## config.mk

```make
export PLATFORM = sky130hd
export DESIGN_NAME = adc_sequenced_wavegen_control_top
export DESIGN_NICKNAME = d
export VERILOG_FILES = /design/src/design/adcwg_pkg.sv /design/src/design/adc_sequenced_wavegen_control_top.sv /design/src/design/adcwg_front.sv /design/src/design/adcwg_queue.sv /design/src/design/adcwg_back.sv
export SDC_FILE = /design/constraint.sdc
export NUM_CORES = 1
export LEC_CHECK = 0
export ABC_AREA = 1
export BUFFER_PORTS_ARGS = -buffer_cell sky130_fd_sc_hd__buf_2
export CORE_ASPECT_RATIO = 0.7
export CORE_MARGIN = 1.5
export CORE_UTILIZATION = 29
export DETAILED_ROUTE_END_ITERATION = 8
export MAX_ROUTING_LAYER = met4
export SYNTH_ARGS = -nofsm -noshare
export SYNTH_HDL_FRONTEND = slang
export SYNTH_SLANG_ARGS = --single-unit
```

## constraint.sdc

```tcl
create_clock -name clk -period 16.4 [get_ports clk]
set_clock_uncertainty 0.2 [all_clocks]
set_input_delay 0.82 -clock clk [delete_from_list [all_inputs] [get_ports clk]]
set_output_delay 0.82 -clock clk [all_outputs]
set_load 0.02 [all_outputs]
```

## src/design/adcwg_pkg.sv

```systemverilog
`default_nettype none

package adcwg_pkg;

	// Generator mode codes held in the configuration register.
	localparam logic [2:0] MODE_PWM    = 3'd5;
	localparam logic [2:0] MODE_BYPASS = 3'd6;

	// Sequence slots: which conversion channel an item belongs to.
	typedef enum logic [1:0] {
		SLOT_FREQ = 2'd0,
		SLOT_AMP  = 2'd1,
		SLOT_SIG  = 2'd2
	} slot_t;

	// One classified beat, handed from the front end to the back end.
	typedef struct packed {
		logic [11:0] sample;
		logic [9:0]  base_period;
		logic [4:0]  gain;
		logic [2:0]  level;
	} entry_t;

	// One result beat as it leaves the block.
	typedef struct packed {
		logic [1:0]  next_channel;
		logic        timer_update;
		logic        timer_run;
		logic        overflow_irq;
		logic [15:0] period;
		logic        duty_valid;
		logic [15:0] duty;
		logic        dac_valid;
		logic [11:0] dac_value;
		logic        led_high;
		logic        led_low;
	} result_t;

endpackage

`default_nettype wire

```

## src/design/adc_sequenced_wavegen_control_top.sv

```systemverilog
// Channel  Direction  Handshake            Payload
// in       input      in_valid/in_ready    sample
// out      output     out_valid/out_ready  next_channel .. led_low (11 fields)
// cfg      input      cfg_valid/cfg_ready  cfg_data (wave_mode)
//
// A sample beat passes through stage one, stage two and the queue before it reaches the output register.
// The block sustains one beat per cycle while the output is not stalled; the
// sequencer update in the back end sets that figure.
// Reset is asynchronous and active low; it clears the sequence, flags and queue.
// A stalled output holds its beat; the front end keeps filling the queue and
// stalls the input only when the queue and both front stages are full.
`default_nettype none

module adc_sequenced_wavegen_control_top #(
	parameter int QUEUE_DEPTH = 2
) (
	input  wire logic        clk,
	input  wire logic        arst_n,
	input  wire logic        in_valid,
	output logic             in_ready,
	input  wire logic [11:0] sample,
	output logic             out_valid,
	input  wire logic        out_ready,
	output logic [1:0]       next_channel,
	output logic             timer_update,
	output logic             timer_run,
	output logic             overflow_irq,
	output logic [15:0]      period,
	output logic             duty_valid,
	output logic [15:0]      duty,
	output logic             dac_valid,
	output logic [11:0]      dac_value,
	output logic             led_high,
	output logic             led_low,
	input  wire logic        cfg_valid,
	output logic             cfg_ready,
	input  wire logic [2:0]  cfg_data
);

	logic [2:0] wave_mode_q;
	logic       push_valid;
	logic       push_ready;
	logic       pop_valid;
	logic       pop_ready;
	adcwg_pkg::entry_t  push_data;
	adcwg_pkg::entry_t  pop_data;
	adcwg_pkg::result_t result;

	// Mode register; a write takes effect at the next frequency slot.
	assign cfg_ready = 1'b1;

	always_ff @(posedge clk or negedge arst_n) begin
		if (!arst_n) begin
			wave_mode_q <= '0;
		end else if (cfg_valid) begin
			wave_mode_q <= cfg_data;
		end
	end

	adcwg_front u_front (
		.clk        (clk),
		.arst_n     (arst_n),
		.in_valid   (in_valid),
		.in_ready   (in_ready),
		.sample     (sample),
		.push_valid (push_valid),
		.push_ready (push_ready),
		.push_data  (push_data)
	);

	adcwg_queue #(
		.DEPTH (QUEUE_DEPTH)
	) u_queue (
		.clk        (clk),
		.arst_n     (arst_n),
		.push_valid (push_valid),
		.push_ready (push_ready),
		.push_data  (push_data),
		.pop_valid  (pop_valid),
		.pop_ready  (pop_ready),
		.pop_data   (pop_data)
	);

	adcwg_back u_back (
		.clk       (clk),
		.arst_n    (arst_n),
		.wave_mode (wave_mode_q),
		.pop_valid (pop_valid),
		.pop_ready (pop_ready),
		.pop_data  (pop_data),
		.out_valid (out_valid),
		.out_ready (out_ready),
		.result    (result)
	);

	// Result beat onto the output ports.
	assign next_channel = result.next_channel;
	assign timer_update = result.timer_update;
	assign timer_run    = result.timer_run;
	assign overflow_irq = result.overflow_irq;
	assign period       = result.period;
	assign duty_valid   = result.duty_valid;
	assign duty         = result.duty;
	assign dac_valid    = result.dac_valid;
	assign dac_value    = result.dac_value;
	assign led_high     = result.led_high;
	assign led_low      = result.led_low;

endmodule

`default_nettype wire

```

## src/design/adcwg_front.sv

```systemverilog
`default_nettype none

module adcwg_front (
	input  wire logic              clk,
	input  wire logic              arst_n,
	input  wire logic              in_valid,
	output logic                   in_ready,
	input  wire logic [11:0]       sample,
	output logic                   push_valid,
	input  wire logic              push_ready,
	output adcwg_pkg::entry_t      push_data
);

	// Period scaling: P = 185 * v / 1000 + 40, the division done by reciprocal.
	localparam logic [19:0] FREQ_MUL   = 20'd185;
	localparam logic [40:0] RECIP_1000 = 41'd1073742;
	localparam logic [9:0]  PERIOD_OFS = 10'd40;
	localparam logic [11:0] FULL_SCALE = 12'd4095;

	// Amplitude level steps of 819 counts.
	localparam logic [11:0] LVL_1 = 12'd819;
	localparam logic [11:0] LVL_2 = 12'd1638;
	localparam logic [11:0] LVL_3 = 12'd2457;
	localparam logic [11:0] LVL_4 = 12'd3276;

	// Gain band lower edges; each edge belongs to the band above it.
	localparam logic [11:0] BAND_G1 = 12'd2095;
	localparam logic [11:0] BAND_G2 = 12'd2000;
	localparam logic [11:0] BAND_G4 = 12'd1800;

	function automatic logic [4:0] pick_gain(input logic [11:0] v);
		logic [4:0] g;
		if (v >= BAND_G1) begin
			g = 5'd1;
		end else if (v >= BAND_G2) begin
			g = 5'd2;
		end else if (v >= BAND_G4) begin
			g = 5'd4;
		end else if (v >= 12'd1600) begin
			g = 5'd6;
		end else if (v >= 12'd1400) begin
			g = 5'd8;
		end else if (v >= 12'd1200) begin
			g = 5'd10;
		end else if (v >= 12'd1000) begin
			g = 5'd12;
		end else if (v >= 12'd800) begin
			g = 5'd14;
		end else if (v >= 12'd600) begin
			g = 5'd16;
		end else if (v >= 12'd400) begin
			g = 5'd18;
		end else begin
			g = 5'd20;
		end
		return g;
	endfunction

	function automatic logic [2:0] pick_level(input logic [11:0] v);
		logic [11:0] y;
		logic [2:0]  l;
		y = FULL_SCALE - v;
		if (y == FULL_SCALE) begin
			l = 3'd5;
		end else if (y >= LVL_4) begin
			l = 3'd4;
		end else if (y >= LVL_3) begin
			l = 3'd3;
		end else if (y >= LVL_2) begin
			l = 3'd2;
		end else if (y >= LVL_1) begin
			l = 3'd1;
		end else begin
			l = 3'd0;
		end
		return l;
	endfunction

	logic        valid_s1;
	logic        valid_s2;
	logic        adv_s2;
	logic [11:0] sample_s1;
	logic [19:0] prod_s1;
	logic [4:0]  gain_s1;
	logic [2:0]  level_s1;
	logic [40:0] scaled;
	logic [9:0]  base_period;
	adcwg_pkg::entry_t entry_s2;

	// Stage two drains into the queue; stage one moves on when stage two frees.
	assign adv_s2   = !valid_s2 || push_ready;
	assign in_ready = !valid_s1 || adv_s2;

	// Reciprocal multiply gives the exact quotient over the whole input range.
	assign scaled      = {21'd0, prod_s1} * RECIP_1000;
	assign base_period = scaled[39:30] + PERIOD_OFS;

	assign push_valid = valid_s2;
	assign push_data  = entry_s2;

	// Stage valid bits.
	always_ff @(posedge clk or negedge arst_n) begin
		if (!arst_n) begin
			valid_s1 <= 1'b0;
			valid_s2 <= 1'b0;
		end else begin
			if (in_ready) begin
				valid_s1 <= in_valid;
			end
			if (adv_s2) begin
				valid_s2 <= valid_s1;
			end
		end
	end

	// Stage payloads: scale and classify in stage one, finish the period in stage two.
	always_ff @(posedge clk) begin
		if (in_ready && in_valid) begin
			sample_s1 <= sample;
			prod_s1   <= {8'd0, sample} * FREQ_MUL;
			gain_s1   <= pick_gain(sample);
			level_s1  <= pick_level(sample);
		end
		if (adv_s2 && valid_s1) begin
			entry_s2.sample      <= sample_s1;
			entry_s2.base_period <= base_period;
			entry_s2.gain        <= gain_s1;
			entry_s2.level       <= level_s1;
		end
	end

endmodule

`default_nettype wire

```

## src/design/adcwg_queue.sv

```systemverilog
`default_nettype none

module adcwg_queue #(
	parameter int DEPTH = 2
) (
	input  wire logic              clk,
	input  wire logic              arst_n,
	input  wire logic              push_valid,
	output logic                   push_ready,
	input  wire adcwg_pkg::entry_t push_data,
	output logic                   pop_valid,
	input  wire logic              pop_ready,
	output adcwg_pkg::entry_t      pop_data
);

	localparam int PTR_W = (DEPTH > 1) ? $clog2(DEPTH) : 1;
	localparam int CNT_W = $clog2(DEPTH + 1);
	localparam logic [PTR_W-1:0] LAST = PTR_W'(DEPTH - 1);
	localparam logic [CNT_W-1:0] FULL = CNT_W'(DEPTH);

	adcwg_pkg::entry_t entries_q [DEPTH];
	logic [PTR_W-1:0] wr_ptr_q;
	logic [PTR_W-1:0] rd_ptr_q;
	logic [CNT_W-1:0] count_q;
	logic push;
	logic pop;

	assign push_ready = (count_q != FULL);
	assign pop_valid  = (count_q != '0);
	assign push       = push_valid && push_ready;
	assign pop        = pop_valid && pop_ready;
	assign pop_data   = entries_q[rd_ptr_q];

	// Pointers and fill count.
	always_ff @(posedge clk or negedge arst_n) begin
		if (!arst_n) begin
			wr_ptr_q <= '0;
			rd_ptr_q <= '0;
			count_q  <= '0;
		end else begin
			if (push) begin
				wr_ptr_q <= (wr_ptr_q == LAST) ? '0 : wr_ptr_q + 1'b1;
			end
			if (pop) begin
				rd_ptr_q <= (rd_ptr_q == LAST) ? '0 : rd_ptr_q + 1'b1;
			end
			if (push && !pop) begin
				count_q <= count_q + 1'b1;
			end else if (pop && !push) begin
				count_q <= count_q - 1'b1;
			end
		end
	end

	// Entry storage.
	always_ff @(posedge clk) begin
		if (push) begin
			entries_q[wr_ptr_q] <= push_data;
		end
	end

	a_count_bound: assert property (@(posedge clk) disable iff (!arst_n)
		count_q <= FULL)
		else $error("queue fill count exceeds its depth");

	a_count_up: assert property (@(posedge clk) disable iff (!arst_n)
		push && !pop |=> count_q == $past(count_q) + 1'b1)
		else $error("queue count did not follow a lone push");

	a_count_down: assert property (@(posedge clk) disable iff (!arst_n)
		pop && !push |=> count_q == $past(count_q) - 1'b1)
		else $error("queue count did not follow a lone pop");

endmodule

`default_nettype wire

```

## src/design/adcwg_back.sv

```systemverilog
`default_nettype none

module adcwg_back (
	input  wire logic              clk,
	input  wire logic              arst_n,
	input  wire logic [2:0]        wave_mode,
	input  wire logic              pop_valid,
	output logic                   pop_ready,
	input  wire adcwg_pkg::entry_t pop_data,
	output logic                   out_valid,
	input  wire logic              out_ready,
	output adcwg_pkg::result_t     result
);

	localparam logic [15:0] PWM_MUL   = 16'd50;
	localparam logic [15:0] DAC_SAT   = 16'd4094;
	localparam logic [11:0] DAC_MAX   = 12'd4095;
	localparam logic [4:0]  GAIN_INIT = 5'd2;

	adcwg_pkg::slot_t slot_q;
	adcwg_pkg::slot_t slot_d;
	logic [2:0]  level_q, level_d;
	logic [4:0]  gain_q, gain_d;
	logic        high_q, high_d;
	logic        low_q, low_d;
	logic        timer_q, timer_d;
	logic        irq_q, irq_d;
	logic        out_valid_q;
	logic        pop;
	logic [15:0] base_ext;
	logic [15:0] duty_step;
	logic [15:0] pwm_period;
	logic [15:0] pwm_duty;
	logic [16:0] amp_prod;
	logic [15:0] amp_half;
	adcwg_pkg::result_t res;
	adcwg_pkg::result_t result_q;

	// Take a beat whenever the output register is free or being emptied.
	assign pop_ready = !out_valid_q || out_ready;
	assign pop       = pop_valid && pop_ready;
	assign out_valid = out_valid_q;
	assign result    = result_q;

	// Arithmetic used by the slot handlers.
	assign base_ext   = {6'd0, pop_data.base_period};
	assign pwm_period = base_ext * PWM_MUL;
	assign pwm_duty   = base_ext * duty_step;
	assign amp_prod   = {5'd0, pop_data.sample} * {12'd0, gain_q};
	assign amp_half   = amp_prod[16:1];

	// Duty multiple 10 * min(level + 1, 5).
	always_comb begin
		case (level_q)
			3'd0:    duty_step = 16'd10;
			3'd1:    duty_step = 16'd20;
			3'd2:    duty_step = 16'd30;
			3'd3:    duty_step = 16'd40;
			default: duty_step = 16'd50;
		endcase
	end

	// Slot handling: next state and the result beat.
	always_comb begin
		slot_d  = slot_q;
		level_d = level_q;
		gain_d  = gain_q;
		high_d  = high_q;
		low_d   = low_q;
		timer_d = timer_q;
		irq_d   = irq_q;
		res     = '0;
		case (slot_q)
			adcwg_pkg::SLOT_FREQ: begin
				if (wave_mode == adcwg_pkg::MODE_PWM) begin
					res.timer_update = 1'b1;
					res.period       = pwm_period;
					res.duty_valid   = 1'b1;
					res.duty         = pwm_duty;
					timer_d          = 1'b1;
					irq_d            = 1'b0;
					slot_d           = adcwg_pkg::SLOT_AMP;
				end else if (wave_mode == adcwg_pkg::MODE_BYPASS) begin
					timer_d = 1'b0;
					irq_d   = 1'b0;
					gain_d  = pop_data.gain;
					slot_d  = adcwg_pkg::SLOT_SIG;
				end else begin
					res.timer_update = 1'b1;
					res.period       = base_ext;
					timer_d          = 1'b1;
					irq_d            = 1'b1;
					slot_d           = adcwg_pkg::SLOT_AMP;
				end
			end
			adcwg_pkg::SLOT_AMP: begin
				level_d = pop_data.level;
				slot_d  = adcwg_pkg::SLOT_FREQ;
			end
			default: begin
				// Signal slot, and the unused code treated the same way.
				res.dac_valid = 1'b1;
				if (amp_half > DAC_SAT) begin
					res.dac_value = DAC_MAX;
					high_d        = 1'b1;
				end else if (amp_half == '0) begin
					res.dac_value = '0;
					low_d         = 1'b1;
				end else begin
					res.dac_value = amp_half[11:0];
					high_d        = 1'b0;
					low_d         = 1'b0;
				end
				slot_d = adcwg_pkg::SLOT_FREQ;
			end
		endcase
		res.next_channel = slot_d;
		res.timer_run    = timer_d;
		res.overflow_irq = irq_d;
		res.led_high     = high_d;
		res.led_low      = low_d;
	end

	// Sequencer state and output valid.
	always_ff @(posedge clk or negedge arst_n) begin
		if (!arst_n) begin
			slot_q      <= adcwg_pkg::SLOT_FREQ;
			level_q     <= '0;
			gain_q      <= GAIN_INIT;
			high_q      <= 1'b0;
			low_q       <= 1'b0;
			timer_q     <= 1'b0;
			irq_q       <= 1'b0;
			out_valid_q <= 1'b0;
		end else begin
			if (pop) begin
				slot_q      <= slot_d;
				level_q     <= level_d;
				gain_q      <= gain_d;
				high_q      <= high_d;
				low_q       <= low_d;
				timer_q     <= timer_d;
				irq_q       <= irq_d;
				out_valid_q <= 1'b1;
			end else if (out_ready) begin
				out_valid_q <= 1'b0;
			end
		end
	end

	// Output register.
	always_ff @(posedge clk) begin
		if (pop) begin
			result_q <= res;
		end
	end

	a_pop_fills: assert property (@(posedge clk) disable iff (!arst_n)
		pop |=> out_valid_q)
		else $error("a taken beat did not reach the output register");

	a_excl: assert property (@(posedge clk) disable iff (!arst_n)
		out_valid_q |-> !(result_q.timer_update && result_q.dac_valid))
		else $error("timer update and converter sample in one beat");

	a_pwm: assert property (@(posedge clk) disable iff (!arst_n)
		out_valid_q && result_q.duty_valid |-> result_q.timer_update && !result_q.overflow_irq)
		else $error("duty update without a pwm period update");

	a_bypass_stop: assert property (@(posedge clk) disable iff (!arst_n)
		out_valid_q && result_q.dac_valid |-> !result_q.timer_run)
		else $error("converter sample produced with the timer running");

endmodule

`default_nettype wire

```

# Word level (Yosys, flattened, before mapping)
# Memory sizes are Yosys's and may differ from the RTL's.
# Cells that the tools add are included.
[totals]
ramBits = 60
reg_bits = 147
memories = 1
wordCells = 146
inputBits = 20
output_inout_bits = 56
[mem_list]
columns = ["name", "depth", "word_bits", "rd", "rd_ports_with_merged_regs", "write_ports", "line_no", "source"]
rows = [
  ["u_queue.entries_q", 2, 30, 1, 0, 1, "adcwg_queue.sv:21", "adcwg_pkg::entry_t entries_q [DEPTH];"],
]
[op_classes]
n_bitwise = 2
mux = 42
mul = 5
n_reduce_logical = 29
n_eq_ne = 8
order_cmp = 15
n_addsub = 6
[ops]
columns = ["op", "count"]
rows = [
  [">= comparator 12 x 11 -> 1 bit, second input constant", 6],
  [">= comparator 12 x 10 -> 1 bit, second input constant", 4],
  ["multiplier 20 x 20 -> 39 bit, second input constant", 1],
  [">= comparator 12 bit, second input constant", 3],
  ["two-way mux 12 bit", 2],
  ["one-hot mux 6 bit (4 select lines)", 1],
  ["multiplier 12 x 8 -> 20 bit, second input constant", 1],
  ["two-way mux 1 bit", 19],
  ["two-way mux 3 bit", 6],
  ["multiplier 12 x 5 -> 17 bit", 1],
  ["two-way mux 17 bit", 1],
  ["greater-than comparator 16 x 12 -> 1 bit, second input constant", 1],
  ["zero test 16 bit", 1],
  ["multiplier 10 x 6 -> 16 bit", 1],
  ["two-way mux 16 bit", 1],
  ["two-way mux 4 bit", 4],
  ["multiplier 10 x 5 -> 15 bit, second input constant", 1],
  ["two-way mux 13 bit", 1],
  ["== test 12 bit, second input constant", 1],
  [">= comparator 12 x 9 -> 1 bit, second input constant", 1],
  ["two-way mux 2 bit", 6],
  ["subtractor 12 bit, first input constant", 1],
  ["adder 10 x 6 -> 10 bit, second input constant", 1],
  ["two-way mux 10 bit", 1],
  ["other kinds (21)", 41],
]

# Depth between registers and ports, before layout
# Gate-level depths: netlist of run 1.
[depth]
word_depth = 10
depth_mapped = 30
depth_no_buf = 30

# Modules after synthesis
# Synthesis of run 1 repeated with hierarchy kept, for this count alone.
[hier_totals]
hier_cells = 2379
area_unflattened_um2 = 20851.2
[by_module_without_submodules]
columns = ["mod", "seq_area_each_um2", "area_each_um2", "cells_per_inst", "instances"]
rows = [
  ["adcwg_front", 2062.0, 11253.3, 1286, 1],
  ["adcwg_back", 1938.1, 7086.8, 893, 1],
  ["adcwg_queue", 1901.8, 2387.3, 185, 1],
  ["adc_sequenced_wavegen_control_top", 75.1, 123.9, 15, 1],
]

# Worst setup path before layout of run 1
# No wires, ideal clock.
[synth_timing]
path_type = "register to register"
start = "reg u_front.prod_s1[8]"
end = "reg u_front.entry_s2 (netlist bit u_front.push_data[17]), data pin"
required_time_ns = 15.944
setup_time_ns = 0.256
slack_ns = 10.856
synth_period_minus_slack_ns = 5.544
path_buffers = 0
arrival_ns = 5.087
stages_incl_launch_ff = 29
cell_sequence = "edfxtp_1 -> ha_1 -> ha_1 -> inv_1 -> fa_1 -> inv_1 -> fa_1 -> inv_1 -> fa_1 -> inv_1 -> fa_1 -> ha_1 -> ha_1 -> nand2_1 -> nor2_1 -> nand2_1 -> nor2_1 -> nand2_1 -> nor2_1 -> nand2_1 -> nand2_1 -> nand2_1 -> nand2_1 -> ha_1 -> inv_1 -> nand3_1 -> nand2_1 -> o21bai_1 -> nand2_1"
[synth_via]
elab_chain_len = 2
[synth_lines]
columns = ["item", "line_no", "source"]
rows = [
  ["start, declared", "adcwg_front.sv:83", "logic [19:0] prod_s1;"],
  ["start signal, assigned", "adcwg_front.sv:120", "prod_s1 <= {8'd0, sample} * FREQ_MUL;"],
  ["multiplier 20 x 20 -> 39 bit", "adcwg_front.sv:95", "assign scaled = {21'd0, prod_s1} * RECIP_1000;"],
  ["adder 10 x 6 -> 10 bit", "adcwg_front.sv:96", "assign base_period = scaled[39:30] + PERIOD_OFS;"],
  ["named net u_front.base_period[9]", "adcwg_front.sv:87", "logic [9:0] base_period;"],
  ["end, declared", "adcwg_front.sv:88", "adcwg_pkg::entry_t entry_s2;"],
]
# The timed path passes the listed nets, and every way through them passes these cells.
# A chain may end at the register's enable or synchronous reset.

# Worst setup path in the final report of run 1
[layout_timing]
start = "reg u_front.prod_s1[2]"
end = "reg u_front.entry_s2 (netlist bit u_front.push_data[17]), data pin"
# The elaborated chain is that of the path after synthesis.

==> flow_summary.ini, run 1 <==
[die]
rows = 81
coreArea_um2 = 70000
num_io_pins = 76
die_x_um = 322
start_util_pct = 29.4
die_area_um2 = 72700
dieHeight_um = 226

[timing]
maxSlewHeadroom_pct = 40.0
final-hold-violation-count = 0
drv_slew = 0
timing.final.crit_share_pct = 37.7
finalSetupViolations = 0
fin_tns_setup_ns = 0
max_clock_freq_ghz = 0.162
worst_slew_pin_slew_ns = 0.891
period_minus_slack_ns = 6.19
rsz0062_at_grt = no
layout_setup_ws_ns = 10.21

[clocking]
numCtsBuffers = 22
clock_latency_ns = 0.54
post_cts_buffers = 0
clockBufferDepth = 3
cts.sinks = 203
cts-root-buf = clkbuf_16
path_clk_slew_ns = 0.06
htreeDepth = 1
hold_buffers = 0
cts_tree = built
cts_resized = 0

[hold_path]
holdCritPathClass = input pin to asynchronous set/reset pin

[critical_path]
crit_path_end_kind = flip-flop
rr_startpoint = u_front.prod_s1[2]
crit_start = u_front.prod_s1[2]
critPathKind = flip-flop to flip-flop
cp-start-kind = flip-flop
slowest_stage = edfxtp_1
critPathMaxStageDelay_ns = 0.60
worstPathMaxFanout = 7
cp.required_ns = 16.50
critPathBufInv = 6
path_delay_family = adder cells
crit_path_frequent_cell = nand2_1
worstPathArrival_ns = 6.29

[run]
cap_violations = 0

[placement]
postPlaceCellArea_um2 = 22200
dp.cells = 3290
post-dp-hpwl_um = 41300
dpl_worst_slack_ns = 10.22
gp_congestion = 0.917
io_buffers = 73

[synthesis]
ys_types = 48
netlist_area_um2 = 20600
ys_async_sr_fraction_pct = 11.8
netlist_top_cells_area = edfxtp_1 26%, ha_1 21%, fa_1 17%
yosysMostFrequentCell = inv_1
yosysSeqAreaShare_pct = 29.0
ys_warn_count = 0
synthesis.nets = 2816
synth_top_area_cell = edfxtp_1
netlist.area_leader.share_pct = 26.1
synth_edf_count = 179
synth-seq-cells = 203
synth_common_cells = 493 x inv_1, 392 x nand2_1, 352 x ha_1
syn_area_per_cell_um2 = 9.07
synth_ff_type = edfxtp_1
syn_inst = 2272

[route]
ant_nets = 0
vias_per_cell = 4.44
drc = 0
firstDrtPassIters = 5
drt_iter0_drc = 1104
wire_per_inst_um = 14.8
vias = 14800
routed_wl_um = 49300

[layout]
fillers = 7321
fin_nets = 2904
drive_above_1_share_pct = 6.65
diodes = 0
final_cell_area_um2 = 22800
areaGrowthSynthToFinish_pct = 10.8
instances_no_fill = 3330

[status]
status = finished clean

[global_routing]
grt_pass1_vias = 14000
grt_pass1_wl_um = 78600
grt_use_total_pct = 14.1
grt_max_degree = 60
grt_remaining_overflow = 0
grt_antenna_before_repair = 0
-- per-stage QoR --
stage | utilization [%] | hold slack [ns]
final | 32.6 | 0.0818
after global routing | 32.6 | 0.113
after CTS | 32.6 | 0.0873
after detailed placement | 31.6 | 0.205
after global placement | 31.6 | 0.201
after floorplan | - | 0.200
-- final cells by class --
class	count	area (um^2)	area share, %
multi-input combinational	1554	12700	55.5
sequential	203	5980	26.2
inverter	496	1860	8.15
tap	954	1190	5.23
clock buffer	28	583	2.55
timing repair buffer	83	440	1.93
clock inverter	12	93.8	0.411
-- per-layer routing --
metal,vias to the layer above,routed length [um],global-route usage (%)
met4,0,433,1.57
met2,374,17900,17.8
met1,6876,27700,22.9
li1,7501,-,-
met5,-,0,-
met3,31,3190,2.75
-- placed cells by master, fill, tap and decap left out, drive strengths merged, types with 3 or more instances in the layout --
cell type  synthesis  layout
inv              495     498
nand2            398     398
ha               352     352
edfxtp           179     179
fa               172     172
nor2             170     170
a21oi            122     122
o21ai            112     112
buf                8      83
nand3             58      58
clkbuf            11      28
nor3              25      25
nand4             24      24
dfrtp             23      23
or2               22      22
xor2              21      21
a31oi             11      11
o21bai             9       9
clkinv             1       9
o22ai              7       7
and2               6       6
xnor2              6       6
mux2i              5       5
nor4               5       5
a21o               5       5
o211ai             5       5
o2111ai            4       4
a21boi             3       3
-- cell families (layout without fill, tap and decap cells) --
group / count (synthesis) / count (layout) / synth area share (%)
AOI/OAI and AO/OA: 285 / 285 / 7.54
xor gates and xnor gates: 27 / 27 / 1.22
adders and majority gates: 524 / 524 / 38.1
buffers and inverters: 515 / 619 / 9.44
DFF: 203 / 203 / 29.0
muxes: 5 / 5 / 0.243
other: 2 / 2 / 0.0365
and+or+nand+nor: 711 / 711 / 14.4
-- sequential cells by signal, summed over array words and instances, names as in the netlist, 2 cells and up --
signal,cells
u_queue.entries_q,60
u_back.result,52
u_front.push_data,30
u_front.prod_s1,20
u_front.sample_s1,9
u_back.gain_q,5
u_front.gain_s1,5
u_back.level_q,3
u_front.level_s1,3
wave_mode_q,3
u_back.slot_q,2
u_queue.count_q,2
-- final timing paths --
| check | end | cells after the start | slack (ns) |
|---|---|---|---|
| max | u_front.push_data[17] | 28 | 10.21 |
| min | wave_mode_q[2] | 1 | 0.08 |
| max reg2reg | u_front.push_data[17] | 28 | 10.21 |
| min reg2reg | u_front.push_data[3] | 0 | 0.22 |
| max in group asynchronous | u_queue.wr_ptr_q | 1 | 15.47 |
| min in group clk | u_front.push_data[3] | 0 | 0.22 |
Power of run 1 is not shown: default switching activity piles up to over one toggle a cycle in this logic, so the estimate is an artifact.
==> run 2, diff against run 1 <==
clock period = 5.3 ns   (was 16.4 ns; I/O delays follow)
==> flow_summary.ini, run 2 (synthesis results as in run 1) <==
[status]
status = finished, violations left
violations = setup timing

[timing]
rsz0062_at_grt = yes
holdWs_ns = 0.0789
max_clock_freq_ghz = 0.183
maxSlewHeadroom_pct = 46.6
layout_setup_ws_ns = -0.173
period_minus_slack_ns = 5.47
finalSetupViolations = 5
drv_slew = 0
final-hold-violation-count = 0
worst_slew_pin_slew_ns = 0.799
timing.final.crit_share_pct = 103

[critical_path]
crit_start = u_front.prod_s1[2]
rr_endpoint = u_front.push_data[17]
cp-start-kind = flip-flop
cp.required_ns = 5.38
crit_path_end_kind = flip-flop
critPathKind = flip-flop to flip-flop
worstPathArrival_ns = 5.55
rr_startpoint = u_front.prod_s1[2]
rrSetupSlack_ns = -0.17
r2r_cells = 27
worstPathMaxFanout = 4

[route]
firstDrtPassIters = 5
vias = 15700
wire_per_inst_um = 14.5
vias_per_cell = 4.44
drc = 0
routed_wl_um = 51200
ant_nets = 0
drt_iter0_drc = 1010

[hold_path]
holdCritPathClass = input pin to asynchronous set/reset pin

[global_routing]
grt_use_total_pct = 14.5
grt_max_degree = 59
grt_remaining_overflow = 0
grt_pass1_wl_um = 81900
grt_antenna_before_repair = 0
grt_pass1_vias = 15000

[clocking]
cts_tree = built
htreeDepth = 1
clockBufferDepth = 3
cts.sinks = 203
clock_latency_ns = 0.53
numCtsBuffers = 21
cts-root-buf = clkbuf_16
path_clk_slew_ns = 0.07

[layout]
diodes = 0
areaGrowthSynthToFinish_pct = 23.5
largest_reg_flops = 60
final_cell_mix = 476 x inv_1, 355 x nand2_1, 297 x ha_1, 179 x edfxtp_1, 175 x buf_4
instances_no_fill = 3529
fillers = 7071
fin_nets = 3104
drive_above_1_share_pct = 19.5
top_register = u_queue.entries_q
final_common_cell = inv_1

[run]
cap_violations = 0

[die]
num_io_pins = 76
dieHeight_um = 226
die_area_um2 = 72700
start_util_pct = 29.4
die_x_um = 322
coreArea_um2 = 70000
rows = 81

[placement]
io_buffers = 73
post-dp-hpwl_um = 42500
dp.cells = 3433
dpl_worst_slack_ns = -0.320
gp_congestion = 0.918
-- run 2: cell count changes in the layout (fill, tap and decap cells not counted), sizes merged --
| cell | change |
|---|---|
| buf | +176 |
| dlygate4sd3 | +24 |
| inv | -3 |
| clkinv | -2 |
| clkinvlp | +2 |
| bufinv | +1 |
| clkbuf | +1 |
-- run 2: metal layers --
metal	track usage (%)	up-vias	part of all wire, %
met5	-	-	0
met4	1.26	0	0.74
li1	-	7907	-
met3	2.37	31	5.5
met2	19.4	348	39
met1	23.2	7400	55
-- run 2: what timing repair did --
item,in CTS,in global routing
pin swaps,79,15
hold buffers,24,0
buffers inserted,22,12
gates resized for setup,83,94
endpoints found under the setup margin,8,28
hold endpoints to repair,41,0
cloned,0,1
-- run 2: how the worst max path moves through the flow --
stage                            endpoint  slack (ns)  cells past startpoint
floorplan           u_front.push_data[17]       0.008                     26
CTS                 u_front.push_data[17]        -0.1                     27
global placement    u_front.push_data[17]       -0.28                     25
global route        u_front.push_data[17]       -0.40                     27
detailed placement  u_front.push_data[17]       -0.32                     26
finish              u_front.push_data[17]       -0.17                     27
-- run 2: cell type report --
| type | instances | area [um^2] | share of cell area, % |
|---|---|---|---|
| Tap cell | 954 | 1190 | 4.69 |
| Multi-Input combinational cell | 1554 | 13700 | 53.8 |
| Clock buffer | 29 | 576 | 2.26 |
| Clock inverter | 9 | 78.8 | 0.310 |
| Inverter | 496 | 1870 | 7.33 |
| Sequential cell | 203 | 5980 | 23.5 |
| Timing Repair Buffer | 283 | 2060 | 8.10 |
| Timing Repair inverter | 1 | 7.51 | 0.0295 |
-- run 2: metrics by stage --
stage	TNS [ns]	util [%]	instance area (um^2)
floorplan	0	-	20900
global placement	-0.982	33.6	23500
detailed placement	-1.18	33.6	23500
CTS	-0.185	35.6	24900
global route	-1.88	36.3	25400
finish	-0.455	36.3	25400
-- run 2: critical path, cell delays in order, from the launching register on --
cell      delay [ns]
edfxtp_1        0.51
buf_4           0.18
buf_4           0.15
ha_1            0.29
ha_1            0.19
fa_1            0.43
ha_1            0.31
inv_1           0.06
fa_1            0.52
inv_1           0.07
fa_1            0.52
ha_1            0.36
nand2_1         0.11
inv_1           0.05
nand2_1         0.05
and2_1          0.18
nor2_4          0.04
nor2_2          0.10
nand2_2         0.09
nand2_2         0.09
nand3_2         0.09
nand2_4         0.10
ha_4            0.13
inv_2           0.03
nand3_2         0.06
nand2_2         0.07
o21bai_1        0.14
nand2_1         0.07
Power of run 2 is left out for the same reason.
==> run 3, diff against run 2 <==
clock period = 4.9 ns   (was 5.3 ns; I/O delays follow)
==> flow_summary.ini, run 3 (synthesis results as in run 1) <==
[global_routing]
grt_use_total_pct = 14.8
grt_pass1_vias = 15300
grt_remaining_overflow = 0
grt_antenna_before_repair = 0
met2_usage_pct = 19.3
grt_use_met3_pct = 2.79
grt_max_degree = 59
met1_usage_pct = 23.5
grt_pass1_wl_um = 83300
grt-busiest-layer = met1

[clocking]
clock_latency_ns = 0.53
cts.sinks = 203
numCtsBuffers = 22
clockBufferDepth = 3
cts-root-buf = clkbuf_16
htreeDepth = 1
path_clk_slew_ns = 0.06
cts_tree = built

[die]
num_io_pins = 76
coreArea_um2 = 70000
die_area_um2 = 72700
dieHeight_um = 226
start_util_pct = 29.4
die_x_um = 322
rows = 81

[timing]
maxSlewHeadroom_pct = 49.0
layout_setup_ws_ns = -0.569
worst_slew_pin_slew_ns = 0.765
finalSetupViolations = 10
final-hold-violation-count = 0
rsz0062_at_grt = yes
period_minus_slack_ns = 5.47
timing.final.crit_share_pct = 112
drv_slew = 0
max_clock_freq_ghz = 0.183

[placement]
post-dp-hpwl_um = 43400
io_buffers = 73
gp_congestion = 0.942

[run]
cap_violations = 0

[layout]
fin_nets = 3209
areaGrowthSynthToFinish_pct = 29.1
final_cell_mix = 469 x inv_1, 342 x nand2_1, 293 x ha_1, 273 x buf_4, 179 x edfxtp_1
top_register = u_queue.entries_q
final_common_cell = inv_1
drive_above_1_share_pct = 24.7
fillers = 6935
diodes = 0
largest_reg_flops = 60
fin_util_pct = 38.0

[hold_path]
holdCritPathClass = input pin to asynchronous set/reset pin

[status]
violations = setup timing
status = finished, violations left

[route]
firstDrtPassIters = 7
drt_iter0_drc = 1022
vias = 16000
vias_per_cell = 4.39
routed_wl_um = 52100
ant_nets = 0
drc = 0
wire_per_inst_um = 14.4

[critical_path]
critPathKind = flip-flop to flip-flop
crit_path_frequent_cell = nand2_1
crit_path_end_kind = flip-flop
critPathBufInv = 5
worstPathMaxFanout = 4
worst-path-stages = 26
r2r_cells = 26
critPathMaxStageDelay_ns = 0.51
path_delay_family = adder cells
cp.required_ns = 4.98
slowest_stage = edfxtp_1
cp-start-kind = flip-flop
worstPathArrival_ns = 5.55
[run 3: final cells by class]
class / count / area, um^2 / share of cell area [%]
multi-input combinational: 1555 / 14000 / 52.6
sequential: 203 / 5980 / 22.5
timing repair buffer: 387 / 2870 / 10.8
inverter: 496 / 1870 / 7.03
tap: 954 / 1190 / 4.49
clock buffer: 28 / 594 / 2.23
clock inverter: 11 / 96.3 / 0.362
[run 3: layer usage]
| metal | part of all wire (%) | vias up |
|---|---|---|
| li1 | - | 8130 |
| met1 | 54 | 7430 |
| met2 | 38 | 372 |
| met3 | 6.4 | 39 |
| met4 | 1.1 | 0 |
| met5 | 0 | - |
[run 3: final timing paths]
check	slack, ns	to	from
setup / recovery	-0.57	u_front.push_data[17]	u_front.prod_s1[2]
hold / removal	0.09	wave_mode_q[2]	arst_n
setup reg to reg	-0.57	u_front.push_data[17]	u_front.prod_s1[2]
hold reg to reg	0.22	u_front.push_data[23]	u_front.sample_s1[5]
max in group asynchronous	3.96	u_queue.wr_ptr_q	arst_n
min in group clk	0.22	u_front.push_data[23]	u_front.sample_s1[5]
[run 3: timing repair]
action	4_1_cts	5_1_grt
pin swaps	70	76
endpoints found under the hold margin	42	0
resized for setup	89	157
hold buffers	23	0
buffers inserted	31	21
gates cloned	0	1
setup endpoints to repair	19	31
[run 3: stage by stage]
| stage | area, um^2 | setup TNS, ns | instances | worst slack, ns | hold WS (ns) |
|---|---|---|---|---|---|
| 2_1_floorplan | 20900 | -1.31 | 2272 | -0.392 | -0.251 |
| 3_3_place_gp | 24300 | -4.44 | 3523 | -0.609 | 0.116 |
| 3_5_place_dp | 24300 | -4.71 | 3523 | -0.632 | 0.111 |
| 4_1_cts | 25800 | -3.74 | 3615 | -0.474 | 0.0791 |
| 5_1_grt | 26600 | -6.39 | 3634 | -0.834 | 0.145 |
| 6_report | 26600 | -4.08 | 3634 | -0.569 | 0.0863 |
Power of run 3 is left out for the same reason.
